### src/ssb_pkg.sv
// ssb_pkg: shared types and constants of the scaled sprite blit address generator.
// Used by every module under src; depends on nothing.
`default_nettype none

package ssb_pkg;

    // Defaults for the top-level parameters
    localparam int PIXEL_BYTES_DEF = 3;
    localparam int MAX_SCALE_DEF   = 8;

    // Configuration port geometry
    localparam int ADDR_W = 5;
    localparam int DATA_W = 32;

    // Shared multiply-add unit widths
    localparam int MAC_A_W = 16;
    localparam int MAC_B_W = 15;
    localparam int MAC_Y_W = 26;

    // Register reset values
    localparam logic [12:0] SCREEN_WIDTH_RST  = 13'd1024;
    localparam logic [12:0] SCREEN_HEIGHT_RST = 13'd768;
    localparam logic [14:0] ROW_PITCH_RST     = 15'd3072;
    localparam logic [3:0]  SCALE_FACTOR_RST  = 4'd1;

    typedef enum logic [2:0] {
        REG_SCREEN_WIDTH  = 3'd0,
        REG_SCREEN_HEIGHT = 3'd1,
        REG_ROW_PITCH     = 3'd2,
        REG_DEST_X        = 3'd3,
        REG_DEST_Y        = 3'd4,
        REG_IMAGE_WIDTH   = 3'd5,
        REG_IMAGE_HEIGHT  = 3'd6,
        REG_SCALE_FACTOR  = 3'd7
    } reg_idx_t;

    typedef struct packed {
        logic [12:0]        screen_width;
        logic [12:0]        screen_height;
        logic [14:0]        row_pitch;
        logic signed [12:0] dest_x;
        logic signed [12:0] dest_y;
        logic [12:0]        image_width;
        logic [12:0]        image_height;
        logic [3:0]         scale_factor;
    } ssb_cfg_t;

    typedef struct packed {
        logic [11:0] src_col;
        logic [11:0] src_row;
        logic [31:0] pixel_color;
    } ssb_in_t;

    typedef struct packed {
        logic [25:0] byte_offset;
        logic [23:0] write_color;
        logic        last_write;
    } ssb_out_t;

endpackage

`default_nettype wire

### src/scaled_sprite_blit_address_gen.sv
// scaled_sprite_blit_address_gen: top level, sequencer around one shared multiply-add unit.
// Depends on ssb_pkg, ssb_cfg and ssb_mac.
//
// Usage:
//   Configure through the APB-style port while the block is idle; pready is always high.
//   Present a source pixel on pixel and raise start; the transfer happens on an edge
//   where start is high and busy is low. busy stays high until the item's last write
//   has been issued.
//   An item that fails the origin, source-range or transparency test is dropped at
//   accept and busy never rises. Otherwise the setup states XEDGE, YEDGE, XPOS, YPOS,
//   XOFF and BASE run the edge checks and compute the base offset, all through the one
//   multiply-add unit; a failed edge check returns to idle with no writes.
//   The write phase then issues one write per cycle, s*s writes at effective scale s,
//   row by row, each on result for one cycle marked by result_valid; last_write flags
//   the final one. The shared multiply-add unit also forms each next offset.
//   Results are registered: the first write shows in the cycle after the write phase
//   starts. The receiver cannot stall.
//   Reset clears the sequencer, the output strobe and the config registers to their defaults.
`default_nettype none

module scaled_sprite_blit_address_gen #(
    parameter int PIXEL_BYTES = ssb_pkg::PIXEL_BYTES_DEF,
    parameter int MAX_SCALE   = ssb_pkg::MAX_SCALE_DEF
) (
    input  wire logic                        clk,
    input  wire logic                        rst_n,
    input  wire logic                        start,
    output logic                             busy,
    input  wire ssb_pkg::ssb_in_t            pixel,
    output logic                             result_valid,
    output ssb_pkg::ssb_out_t                result,
    input  wire logic                        psel,
    input  wire logic                        penable,
    input  wire logic                        pwrite,
    input  wire logic [ssb_pkg::ADDR_W-1:0]  paddr,
    input  wire logic [ssb_pkg::DATA_W-1:0]  pwdata,
    output logic      [ssb_pkg::DATA_W-1:0]  prdata,
    output logic                             pready
);

    localparam int SCALE_W = (MAX_SCALE < 2) ? 1 : $clog2(MAX_SCALE + 1);

    typedef enum logic [7:0] {
        ST_IDLE  = 8'b0000_0001,
        ST_XEDGE = 8'b0000_0010,
        ST_YEDGE = 8'b0000_0100,
        ST_XPOS  = 8'b0000_1000,
        ST_YPOS  = 8'b0001_0000,
        ST_XOFF  = 8'b0010_0000,
        ST_BASE  = 8'b0100_0000,
        ST_WRITE = 8'b1000_0000
    } state_t;

    ssb_pkg::ssb_cfg_t cfg;

    state_t             state_reg, state_next;
    logic [11:0]        col_reg, col_next;
    logic [11:0]        row_reg, row_next;
    logic [23:0]        color_reg, color_next;
    logic [25:0]        acc_reg, acc_next;
    logic [25:0]        off_reg, off_next;
    logic [25:0]        row_base_reg, row_base_next;
    logic [SCALE_W-1:0] sx_reg, sx_next;
    logic [SCALE_W-1:0] sy_reg, sy_next;
    logic               result_valid_reg, result_valid_next;
    ssb_pkg::ssb_out_t  result_reg, result_next;

    logic [SCALE_W-1:0] scale;
    logic [SCALE_W-1:0] scale_max;
    logic               accept;
    logic               item_ok;
    logic               row_end;
    logic               blk_end;

    logic [ssb_pkg::MAC_A_W-1:0] mac_a;
    logic [ssb_pkg::MAC_B_W-1:0] mac_b;
    logic [ssb_pkg::MAC_Y_W-1:0] mac_c;
    logic [ssb_pkg::MAC_Y_W-1:0] mac_y;

    ssb_cfg u_cfg (
        .clk     (clk),
        .rst_n   (rst_n),
        .psel    (psel),
        .penable (penable),
        .pwrite  (pwrite),
        .paddr   (paddr),
        .pwdata  (pwdata),
        .prdata  (prdata),
        .pready  (pready),
        .cfg     (cfg)
    );

    ssb_mac u_mac (
        .a (mac_a),
        .b (mac_b),
        .c (mac_c),
        .y (mac_y)
    );

    // Effective scale: zero acts as one, saturate at MAX_SCALE
    always_comb
    begin
        if (cfg.scale_factor == 4'd0)
            scale = SCALE_W'(1);
        else if (cfg.scale_factor > 4'(MAX_SCALE))
            scale = SCALE_W'(MAX_SCALE);
        else
            scale = SCALE_W'(cfg.scale_factor);
    end

    assign scale_max = scale - SCALE_W'(1);
    assign busy      = (state_reg != ST_IDLE);
    assign accept    = start && !busy;
    assign row_end   = (sx_reg == scale_max);
    assign blk_end   = row_end && (sy_reg == scale_max);

    assign item_ok = !cfg.dest_x[12] && !cfg.dest_y[12]
                     && ({1'b0, pixel.src_col} < cfg.image_width)
                     && ({1'b0, pixel.src_row} < cfg.image_height)
                     && (pixel.pixel_color != 32'd0);

    // Operand selection for the shared unit
    always_comb
    begin
        mac_a = '0;
        mac_b = '0;
        mac_c = '0;
        case (state_reg)
            ST_XEDGE:
            begin
                mac_a = 16'(cfg.image_width);
                mac_b = 15'(scale);
                mac_c = 26'(cfg.dest_x[11:0]);
            end
            ST_YEDGE:
            begin
                mac_a = 16'(cfg.image_height);
                mac_b = 15'(scale);
                mac_c = 26'(cfg.dest_y[11:0]);
            end
            ST_XPOS:
            begin
                mac_a = 16'(col_reg);
                mac_b = 15'(scale);
                mac_c = 26'(cfg.dest_x[11:0]);
            end
            ST_YPOS:
            begin
                mac_a = 16'(row_reg);
                mac_b = 15'(scale);
                mac_c = 26'(cfg.dest_y[11:0]);
            end
            ST_XOFF:
            begin
                mac_a = off_reg[15:0];
                mac_b = 15'(PIXEL_BYTES);
                mac_c = '0;
            end
            ST_BASE:
            begin
                mac_a = acc_reg[15:0];
                mac_b = cfg.row_pitch;
                mac_c = off_reg;
            end
            ST_WRITE:
            begin
                if (row_end)
                begin
                    mac_a = 16'd1;
                    mac_b = cfg.row_pitch;
                    mac_c = row_base_reg;
                end
                else
                begin
                    mac_a = 16'(PIXEL_BYTES);
                    mac_b = 15'd1;
                    mac_c = off_reg;
                end
            end
            default:
            begin
                mac_a = '0;
                mac_b = '0;
                mac_c = '0;
            end
        endcase
    end

    always_comb
    begin
        state_next        = state_reg;
        col_next          = col_reg;
        row_next          = row_reg;
        color_next        = color_reg;
        acc_next          = acc_reg;
        off_next          = off_reg;
        row_base_next     = row_base_reg;
        sx_next           = sx_reg;
        sy_next           = sy_reg;
        result_valid_next = 1'b0;
        result_next       = result_reg;
        case (state_reg)
            ST_IDLE:
            begin
                if (accept && item_ok)
                begin
                    col_next   = pixel.src_col;
                    row_next   = pixel.src_row;
                    color_next = pixel.pixel_color[23:0];
                    state_next = ST_XEDGE;
                end
            end
            ST_XEDGE:
            begin
                acc_next   = mac_y;
                state_next = ST_YEDGE;
            end
            ST_YEDGE:
            begin
                acc_next = mac_y;
                if (acc_reg > 26'(cfg.screen_width))
                    state_next = ST_IDLE;
                else
                    state_next = ST_XPOS;
            end
            ST_XPOS:
            begin
                acc_next = mac_y;
                if (acc_reg > 26'(cfg.screen_height))
                    state_next = ST_IDLE;
                else
                    state_next = ST_YPOS;
            end
            ST_YPOS:
            begin
                // Park x0 in the offset register while y0 forms
                off_next   = acc_reg;
                acc_next   = mac_y;
                state_next = ST_XOFF;
            end
            ST_XOFF:
            begin
                off_next   = mac_y;
                state_next = ST_BASE;
            end
            ST_BASE:
            begin
                off_next      = mac_y;
                row_base_next = mac_y;
                sx_next       = '0;
                sy_next       = '0;
                state_next    = ST_WRITE;
            end
            ST_WRITE:
            begin
                result_valid_next       = 1'b1;
                result_next.byte_offset = off_reg;
                result_next.write_color = color_reg;
                result_next.last_write  = blk_end;
                if (row_end)
                begin
                    // Advance to the next destination row
                    off_next      = mac_y;
                    row_base_next = mac_y;
                    sx_next       = '0;
                    sy_next       = sy_reg + SCALE_W'(1);
                end
                else
                begin
                    off_next = mac_y;
                    sx_next  = sx_reg + SCALE_W'(1);
                end
                if (blk_end)
                    state_next = ST_IDLE;
            end
            default:
            begin
                state_next = ST_IDLE;
            end
        endcase
    end

    always_ff @(posedge clk or negedge rst_n)
    begin
        if (!rst_n)
        begin
            state_reg        <= ST_IDLE;
            result_valid_reg <= 1'b0;
        end
        else
        begin
            state_reg        <= state_next;
            result_valid_reg <= result_valid_next;
        end
    end

    always_ff @(posedge clk)
    begin
        col_reg      <= col_next;
        row_reg      <= row_next;
        color_reg    <= color_next;
        acc_reg      <= acc_next;
        off_reg      <= off_next;
        row_base_reg <= row_base_next;
        sx_reg       <= sx_next;
        sy_reg       <= sy_next;
        result_reg   <= result_next;
    end

    assign result_valid = result_valid_reg;
    assign result       = result_reg;

endmodule

`default_nettype wire

### src/ssb_cfg.sv
// ssb_cfg: APB-style register file holding the blit configuration.
// Depends on ssb_pkg for the register index codes and the config struct.
`default_nettype none

module ssb_cfg (
    input  wire logic                         clk,
    input  wire logic                         rst_n,
    input  wire logic                         psel,
    input  wire logic                         penable,
    input  wire logic                         pwrite,
    input  wire logic [ssb_pkg::ADDR_W-1:0]   paddr,
    input  wire logic [ssb_pkg::DATA_W-1:0]   pwdata,
    output logic      [ssb_pkg::DATA_W-1:0]   prdata,
    output logic                              pready,
    output ssb_pkg::ssb_cfg_t                 cfg
);

    ssb_pkg::ssb_cfg_t cfg_reg;
    ssb_pkg::ssb_cfg_t cfg_next;
    ssb_pkg::reg_idx_t idx;
    logic              wr_en;

    assign pready = 1'b1;
    assign idx    = ssb_pkg::reg_idx_t'(paddr[4:2]);
    assign wr_en  = psel && penable && pwrite && pready;
    assign cfg    = cfg_reg;

    always_comb
    begin
        cfg_next = cfg_reg;
        if (wr_en)
        begin
            case (idx)
                ssb_pkg::REG_SCREEN_WIDTH:  cfg_next.screen_width  = pwdata[12:0];
                ssb_pkg::REG_SCREEN_HEIGHT: cfg_next.screen_height = pwdata[12:0];
                ssb_pkg::REG_ROW_PITCH:     cfg_next.row_pitch     = pwdata[14:0];
                ssb_pkg::REG_DEST_X:        cfg_next.dest_x        = pwdata[12:0];
                ssb_pkg::REG_DEST_Y:        cfg_next.dest_y        = pwdata[12:0];
                ssb_pkg::REG_IMAGE_WIDTH:   cfg_next.image_width   = pwdata[12:0];
                ssb_pkg::REG_IMAGE_HEIGHT:  cfg_next.image_height  = pwdata[12:0];
                ssb_pkg::REG_SCALE_FACTOR:  cfg_next.scale_factor  = pwdata[3:0];
                default:                    cfg_next = cfg_reg;
            endcase
        end
    end

    always_ff @(posedge clk or negedge rst_n)
    begin
        if (!rst_n)
        begin
            cfg_reg.screen_width  <= ssb_pkg::SCREEN_WIDTH_RST;
            cfg_reg.screen_height <= ssb_pkg::SCREEN_HEIGHT_RST;
            cfg_reg.row_pitch     <= ssb_pkg::ROW_PITCH_RST;
            cfg_reg.dest_x        <= '0;
            cfg_reg.dest_y        <= '0;
            cfg_reg.image_width   <= '0;
            cfg_reg.image_height  <= '0;
            cfg_reg.scale_factor  <= ssb_pkg::SCALE_FACTOR_RST;
        end
        else
        begin
            cfg_reg <= cfg_next;
        end
    end

    always_comb
    begin
        case (idx)
            ssb_pkg::REG_SCREEN_WIDTH:  prdata = 32'(cfg_reg.screen_width);
            ssb_pkg::REG_SCREEN_HEIGHT: prdata = 32'(cfg_reg.screen_height);
            ssb_pkg::REG_ROW_PITCH:     prdata = 32'(cfg_reg.row_pitch);
            ssb_pkg::REG_DEST_X:        prdata = 32'(unsigned'(cfg_reg.dest_x));
            ssb_pkg::REG_DEST_Y:        prdata = 32'(unsigned'(cfg_reg.dest_y));
            ssb_pkg::REG_IMAGE_WIDTH:   prdata = 32'(cfg_reg.image_width);
            ssb_pkg::REG_IMAGE_HEIGHT:  prdata = 32'(cfg_reg.image_height);
            ssb_pkg::REG_SCALE_FACTOR:  prdata = 32'(cfg_reg.scale_factor);
            default:                    prdata = '0;
        endcase
    end

endmodule

`default_nettype wire

### src/ssb_mac.sv
// ssb_mac: shared multiply-add unit, y = (a * b + c) mod 2^26.
// Depends on ssb_pkg for the operand widths.
`default_nettype none

module ssb_mac (
    input  wire logic [ssb_pkg::MAC_A_W-1:0] a,
    input  wire logic [ssb_pkg::MAC_B_W-1:0] b,
    input  wire logic [ssb_pkg::MAC_Y_W-1:0] c,
    output logic      [ssb_pkg::MAC_Y_W-1:0] y
);

    logic [ssb_pkg::MAC_A_W+ssb_pkg::MAC_B_W-1:0] prod;

    assign prod = a * b;
    assign y    = prod[ssb_pkg::MAC_Y_W-1:0] + c;

endmodule

`default_nettype wire

### config.mk
export PLATFORM = sky130hd
export DESIGN_NAME = scaled_sprite_blit_address_gen
export DESIGN_NICKNAME = d
export VERILOG_FILES = /design/src/ssb_pkg.sv /design/src/scaled_sprite_blit_address_gen.sv /design/src/ssb_cfg.sv /design/src/ssb_mac.sv
export SDC_FILE = /design/constraint.sdc
export NUM_CORES = 1
export LEC_CHECK = 0
export ABC_AREA = 1
export BUFFER_PORTS_ARGS = -buffer_cell sky130_fd_sc_hd__buf_2
export CORE_MARGIN = 5
export CORE_UTILIZATION = 30
export DETAILED_ROUTE_END_ITERATION = 10
export GPL_ROUTABILITY_DRIVEN = 0
export PLACE_DENSITY = 0.56
export SLEW_MARGIN = 10
export SYNTH_ARGS = -nofsm -noshare
export SYNTH_HDL_FRONTEND = slang
export SYNTH_SLANG_ARGS = --single-unit
### constraint.sdc
create_clock -name clk -period 20 [get_ports clk]
set_clock_uncertainty 0.1 [all_clocks]
set_input_delay 1 -clock clk [delete_from_list [all_inputs] [get_ports clk]]
set_output_delay 1 -clock clk [all_outputs]
set_load 0.05 [all_outputs]
==> impl_results.md <==
* Layout area overhead at 15.0%
* Std cell rows at 97
* Post-CTS sizing at 0
* Final Cycle Share at 49.4%
* Worst slew pin tran at 1.08 ns
* Endpoints failing hold at 0
* Yosys top cell area share at 26.0%
* Crit-path most repeated cell: nand2_1
* WP data arrival at 10.19 ns
* Largest net degree at the start of global routing at 62
* CP startpoint kind: register
* Leakage power at 11.6 nW
* CTS HTree Levels at 2
* Slew headroom at 27.4%
* Via count at 16500
* HP Class: register to register
* Register area share after synthesis at 38.5%
* Critical Path Source: u_cfg.cfg[2]
* # diodes at 0
* WL per Instance at 20.1 um
* RSZ-0062 raised after global routing: no
* Post-Route WL at 68700 um
* Max incr delay on CP at 0.69 ns
* HPWL Detailed at 53100 um
* Max reg flops at 97
* Worst reg-to-reg setup slack at 10.13 ns
* Top post-synthesis cells by count: 492 x nand2_1, 474 x inv_1, 196 x fa_1
* Endpoints failing setup at 0
* Core ar. at 70300 sq um
* Post-route minimum period at 9.87 ns
* CTS buffer count at 36
* # nets final at 2867
* Die W at 277 um
* Peak Freq at 101 MHz
* R2R Path End: off_reg[24]
* Max-cap violations at 0
* Seq cells post-synth at 291
* PortBufs at 147
* DR vias/cell at 4.83
* Root buf cell: clkbuf_16
* Worst endpoint required time at 20.32 ns
* Share of cells above drive strength 1 at 11.8%
* Clock Path Buffers at 3
* Critical Path Fanout Max at 38
* Hold-fix buffers, CTS at 0
* Syn Inst Count at 2294
* Async SR Flop Fraction at 36.4%
* Max Transition Viols Final at 0
* Average cell area after synthesis at 9.31 sq um
* Dominant synthesized flop cell: edfxtp_1
* Setup TNS at 0 ns
* Clock latency on the worst-skew pair at 0.57 ns
* Reg2Reg Launch Point: u_cfg.cfg[2]
* Clk pin slew, worst setup/hold paths at 0.06 ns
* Post-CTS Setup Bufs at 0
* GRT Total Usage at 17.8%
* Count of cell types in the netlist at 54
* Warnings, synthesis at 0
* Initial core utilization at 30.4%
* Initial DRC Count at 1114
* Slowest CP cell: nand2_1
* Grt ovf at 0
* Area leader, netlist: edfxtp_1
* Mapped Area at 21400 sq um
* DRC at 0
* Final Total Pwr at 1.77 mW
* CP endpoint kind: register
* Initial antenna violation count at 1
* Ranking of synthesized cells by area: edfxtp_1 26%, fa_1 18%, dfrtp_1 12%
* TritonCTS clock tree: yes
* WS Path Type: register to register
* Die Area at 76600 sq um
* Vias in the first global route at 16800
* Power Density at 72.2 nW/um^2
* Drt first pass iters at 5
* Number of synthesized flops with an enable pin at 185
* CTS sink cnt at 291
* CP endpoint: off_reg[24]
* First-pass GRT wire length at 105000 um
* Reg2reg path depth at 39
* Final ANT Viol Nets at 0
* I/O pins at 185
* Worst vdd ir at 64.9 uV
* DIE HEIGHT at 277 um
* Cell with the most instances after synthesis: nand2_1
* Status: finished, final reports clean
[metrics by stage]
step | hold slack, ns | setup WS (ns) | util [%] | std cells | instance area (sq um)
after floorplan | 0.300 | 11.96 | - | 2310 | 21400
after global placement | 0.301 | 10.29 | 33.0 | 3350 | 23200
after detailed placement | 0.305 | 10.25 | 33.0 | 3350 | 23200
after CTS | 0.317 | 10.20 | 34.9 | 3416 | 24500
after global routing | 0.322 | 9.74 | 34.9 | 3416 | 24500
final | 0.317 | 10.13 | 34.9 | 3416 | 24500
[cell families after synthesis]
group	share of synthesized area, %
fa+ha+maj	25.6
buf+inv	10.2
compound gates	8.79
other cells	0.0352
xor+xnor	1.07
flops	38.5
simple gates	15.7
[metal layers]
metal  up-vias  GRT usage (%)  wire (um)  part of all wire [%]
li1       7585              -          -                     -
met1      8197           23.7      29200                    42
met2       577           29.4      32100                    47
met5         -              0         11                 0.016
met3       123           3.27       4730                   6.9
met4         2           6.26       2730                   4.0
[power by group]
group          internal [mW]  switching, mW  leakage [nW]  total [mW]
Clock                  0.472          0.282         0.659       0.754
Sequential             0.701         0.0373          2.95       0.739
Combinational         0.0751          0.203          7.97       0.278
[worst min path at each step]
stage | cells past startpoint | to | start
2_1_floorplan | 0 | result[10] | color_reg[9]
3_3_place_gp | 0 | result[19] | color_reg[18]
6_report | 0 | result[22] | color_reg[21]
4_1_cts | 0 | result[16] | color_reg[15]
3_5_place_dp | 0 | result[12] | color_reg[11]
5_1_grt | 0 | result[22] | color_reg[21]
[area by class of cell]
type	count	area, sq um
repair buffers	170	911
flip-flops and latches	291	8220
clock buffers	47	1030
inverters	489	1840
multi-input cells	1460	11000
fillers	7194	45700
clock inverters	19	335
well taps	940	1180
[layout by cell type (no fill, tap or decap), drive strengths merged, types with 10 or more instances in the layout]
cell type  count
conb          18
xor2          16
inv          490
clkbuf        47
dfrtp         99
nor3          11
edfxtp       185
buf          170
o211ai        10
o2111ai       14
nand2        505
nand3         42
o21ai        136
nor4          26
ha           124
fa           196
xnor2         10
a21oi         62
nand4         17
nor2         175
a221oi        13
o22ai         32
[critical path: cells and delay by family (launching register included)]
family	cells	cell delay [ns]
xor+xnor	1	0.24
flops	1	0.52
simple gates	20	3.84
buf+inv	8	0.82
fa+ha+maj	8	3.74
compound gates	2	0.45
No activity file was read; power rests on OpenSTA's default activity.
